$ cat config.mk
export PLATFORM = sky130hd
export DESIGN_NAME = ptda_div
export DESIGN_NICKNAME = d
export VERILOG_FILES = /design/src/ptda_pkg.sv /design/src/ptda_div.sv
export SDC_FILE = /design/constraint.sdc
export NUM_CORES = 1
export LEC_CHECK = 0
export ABC_AREA = 0
export BUFFER_PORTS_ARGS = -buffer_cell sky130_fd_sc_hd__clkbuf_2
export CAP_MARGIN = 20
export CORE_UTILIZATION = 49
export DETAILED_ROUTE_END_ITERATION = 10
export PLACE_DENSITY = 0.82
export SYNTH_ARGS = -nofsm -noshare
export SYNTH_HDL_FRONTEND = slang
export SYNTH_SLANG_ARGS = --single-unit
$ cat constraint.sdc
create_clock -name i_clk -period 1.8 [get_ports i_clk]
set_clock_uncertainty 0.05 [all_clocks]
set_input_delay 0.27 -clock i_clk [delete_from_list [all_inputs] [get_ports i_clk]]
set_output_delay 0.27 -clock i_clk [all_outputs]
set_load 0.05 [all_outputs]
$ cat src/ptda_pkg.sv
`timescale 1ns / 1ps

package ptda_pkg;

    localparam int ANCHORS         = 4;
    localparam int ANC_W           = 2;
    localparam int DIST_W          = 16;
    localparam int TAG_W           = 4;
    localparam int OP_W            = 2;
    localparam int MINA_W          = 3;
    localparam logic [MINA_W-1:0] MINA_RESET = 3'd3;
    localparam int MAX_RESULTS     = 16;
    localparam int RES_CNT_W       = $clog2(MAX_RESULTS + 1);
    localparam int TAG_COUNT_DEF   = 16;
    localparam int COUNT_LIMIT_DEF = 255;
    localparam int SUM_W_DEF       = 24;
    localparam int CNT_W_DEF       = 8;

    typedef enum logic [OP_W-1:0] {
        OP_INJECT   = 2'd0,
        OP_READ     = 2'd1,
        OP_CLEAR    = 2'd2,
        OP_READ_ALL = 2'd3
    } t_op;

endpackage

$ cat src/ptda_div.sv
`timescale 1ns / 1ps

module ptda_div import ptda_pkg::*; #(
    parameter int SUM_W = SUM_W_DEF,
    parameter int CNT_W = CNT_W_DEF
) (
    input  logic              i_clk,
    input  logic              i_rst_n,
    input  logic              i_start,
    input  logic [SUM_W-1:0]  i_dividend,
    input  logic [CNT_W-1:0]  i_divisor,
    output logic              o_done,
    output logic [DIST_W-1:0] o_quot
);

    localparam int STEP_W = $clog2(SUM_W + 1);

    logic [SUM_W-1:0]  r_dvd;
    logic [CNT_W-1:0]  r_rem;
    logic [CNT_W-1:0]  r_dsr;
    logic [STEP_W-1:0] r_step;
    logic              r_busy;
    logic              r_done;
    logic [CNT_W:0]    partial;
    logic              ge;

    // Restoring division: one quotient bit per cycle, shifted into the dividend register.
    assign partial = {r_rem, r_dvd[SUM_W-1]};
    assign ge      = partial >= {1'b0, r_dsr};

    always_ff @(posedge i_clk) begin
        if (!i_rst_n) begin
            r_busy <= 1'b0;
            r_done <= 1'b0;
            r_step <= '0;
        end else begin
            r_done <= 1'b0;
            if (i_start) begin
                r_busy <= 1'b1;
                r_step <= STEP_W'(SUM_W);
            end else if (r_busy) begin
                r_step <= r_step - STEP_W'(1);
                if (r_step == STEP_W'(1)) begin
                    r_busy <= 1'b0;
                    r_done <= 1'b1;
                end
            end
        end
    end

    always_ff @(posedge i_clk) begin
        if (i_start) begin
            r_dvd <= i_dividend;
            r_rem <= '0;
            r_dsr <= i_divisor;
        end else if (r_busy) begin
            r_rem <= ge ? CNT_W'(partial - {1'b0, r_dsr}) : CNT_W'(partial);
            r_dvd <= {r_dvd[SUM_W-2:0], ge};
        end
    end

    assign o_done = r_done;
    assign o_quot = r_dvd[DIST_W-1:0];

endmodule

==> results.cfg <==
[setup_path]
required_ns = 1.94
start_kind = register
crit_chain = inv_2, ha_4, a21o_1, a211o_1, a211oi_4, buf_6, mux2i_1, o21ai_1
critPathSlowestCell = edfxtp_1
cp-end-kind = register
reg2reg_slack_ns = -0.22
timing.rr.end = r_rem[1]
crit_fanout = 5
cpPeakStageDelay_ns = 0.40
cp.arrival_ns = 2.16
path_delay_family = compound AO/OA/AOI/OAI gates
r2r-start = r_dsr[6]
worst-path-buf-inv = 2
critPathKind = register to register
reg2reg_depth = 8

[logic_synthesis]
synthesis.nets = 255
synth_warnings = 0
synth_edf_count = 32
synthAdderAreaFrac = 0.05870
synthXorXnorAreaFrac = 0.02480
synth_area_mm2 = 0.002472
syn-instance-count = 209
synthSimpleGateAreaFrac = 0.1048
synth-async-reset-ratio = 0
yosysSeqAreaShare = 0.5101
synth_top_family_by_area = multiplexers
syn_avg_cell_area_um2 = 11.83
synth.distinct_cells = 42
synth_seq_cells = 47
synth_compound_area_frac = 0.09464
ys.flop_type = edfxtp_1
synth_mux_area_frac = 0.1250

[detailed_routing]
drc = 0
routed_wl_mm = 5.042
drt_iter0_drc = 94
first_pass_iters = 4
wl_per_cell_um = 14.70
via_count = 1768
antenna_left = 0
post_drt_via_cell_ratio = 5.155

[global_route]
grt_overflow = 0
grt_usage = 0.1898
antenna_found_initial = 0
grt_pass1_wl_mm = 7.555
grt_pass1_vias = 1666
grt_max_degree = 26

[power]
p_sw_frac = 0.2989
p_leak_nw = 1.344
peakVddDrop_uv = 624.1
power.share.clock = 0.260
p_sw_mw = 0.8937
p_per_area_mw_per_mm2 = 948.1
pwr-share-comb = 0.293
p_int_mw = 2.097
pwr-share-seq = 0.447
power.total_mw = 2.991

[cells_and_area]
instances_no_fill = 343
final_common_cell = clkbuf_2
final_cell_mix = clkbuf_2 (51), edfxtp_1 (32), buf_4 (28), mux2_2 (23), dfxtp_1 (15)
post-route-cell-area_mm2 = 0.003154
antenna_cells = 0
syn_to_final_growth_pct = 27.58
drive_gt1_frac = 0.5290
final_util = 0.6591
layout.nets = 321

[clocking]
cts_buffers = 5
tritoncts = yes
cts_max_level = 2
insertion_delay_ns = 0.30
clkTransAtPathRegs_ns = 0.09
clock_sinks = 47
clockBufferDepth = 2
cts-root-buf = clkbuf_8

[run_status]
outcome = finished, violations left
violations = negative setup slack

[placement]
placed_cell_area_mm2 = 0.002880
post-place-ws_ns = -0.2152
dp.cells = 332
gp_congestion = 0.8212
io_buffers = 51
post-dp-hpwl_mm = 3.347

[job]
maxCapViolations = 0

[sta]
final_hold_viol_count = 0
rsz0062_at_grt = yes
setup_ws_ns = -0.2197
slew_headroom = 0.6388
slew_viol_final = 0
finalCritPeriodShare = 1.122
worstMarginPinSlew_ns = 0.5418
max_freq_mhz = 495.1
setup_viol = 9
fin_crit_ns = 2.020

[hold_path]
min_path_type = input port to register
min-delay-start = i_divisor[2]
hold_depth = 1
hold_end = r_dsr[2]

[floorplan]
ios = 52
start_util = 0.5166
chipHeight_um = 73.03
rows = 25
die_x_um = 73.03
die_area_mm2 = 0.005333
core_mm2 = 0.004786
what timing repair did:
action,4_1_cts,5_1_grt
hold buffers,0,0
pin swaps,3,14
resized for setup,13,21
buffers inserted,1,2
endpoints found under the setup margin,9,9
routing by layer:
metal  part of all wire  track usage
met1               0.43       0.2352
met2               0.49       0.3097
met3              0.053      0.05939
met4              0.024      0.07190
met5                  0            0
registers in the layout, indices dropped and copies added (netlist names):
signal and cells:
r_dvd 24, r_dsr 8, r_rem 8, r_step 5
o_done 1, r_busy 1
how the worst max path moves through the flow:
stage,start,depth (start not counted),end
3_3_place_gp,r_dsr[4],8,r_rem[6]
4_1_cts,r_dsr[6],8,r_rem[4]
3_5_place_dp,r_dvd[23],9,r_rem[4]
6_report,r_dsr[6],8,r_rem[1]
5_1_grt,r_dsr[6],8,r_rem[2]
2_1_floorplan,r_dsr[6],8,r_rem[3]
layout make-up:
type                            instances  area [µm²]
Clock inverter                          2       37.54
Clock buffer                            6       72.57
Tap cell                               67       83.83
Sequential cell                        47        1261
Fill cell                             348        1632
Multi-Input combinational cell        126        1151
Inverter                               13       48.80
Timing Repair Buffer                   82       499.2
cell families after synthesis:
family,count (synthesis)
flops,47
fa+ha+maj,11
buf+inv,36
simple gates,49
mux,28
xor+xnor,7
compound gates,31
metrics by stage:
step / setup TNS, ns / hold slack (ns)
floorplan: -0.7661 / 0.3189
global placement: -1.086 / 0.3971
detailed placement: -1.426 / 0.3986
CTS: -1.373 / 0.07618
global route: -2.255 / 0.06991
finish: -1.534 / 0.08469
cell usage after synthesis, types with 4 or more instances:
library cell	instances	area, µm²
mux2_2	23	259.0
mux2i_1	5	50.05
edfxtp_1	32	960.9
inv_1	13	48.80
a21oi_1	4	20.02
o21ai_0	4	20.02
a211oi_1	4	30.03
a311oi_1	4	35.03
buf_4	16	120.1
dfxtp_1	15	300.3
nand2_1	8	30.03
nor2_1	12	45.04
nor3_1	5	25.02
xnor2_1	4	35.03
nor2b_1	7	43.79
or2_2	5	31.28
ha_1	10	125.1
power by group through the flow:
stage               logic, mW  clock network [mW]  registers (mW)
CTS                     0.799               0.797            1.33
floorplan               0.578                   0            1.34
finish                  0.877               0.777            1.34
global placement        0.738                   0            1.35
detailed placement      0.757                   0            1.35
global route            0.941               0.828            1.35
No activity file was read; power rests on OpenSTA's default activity.
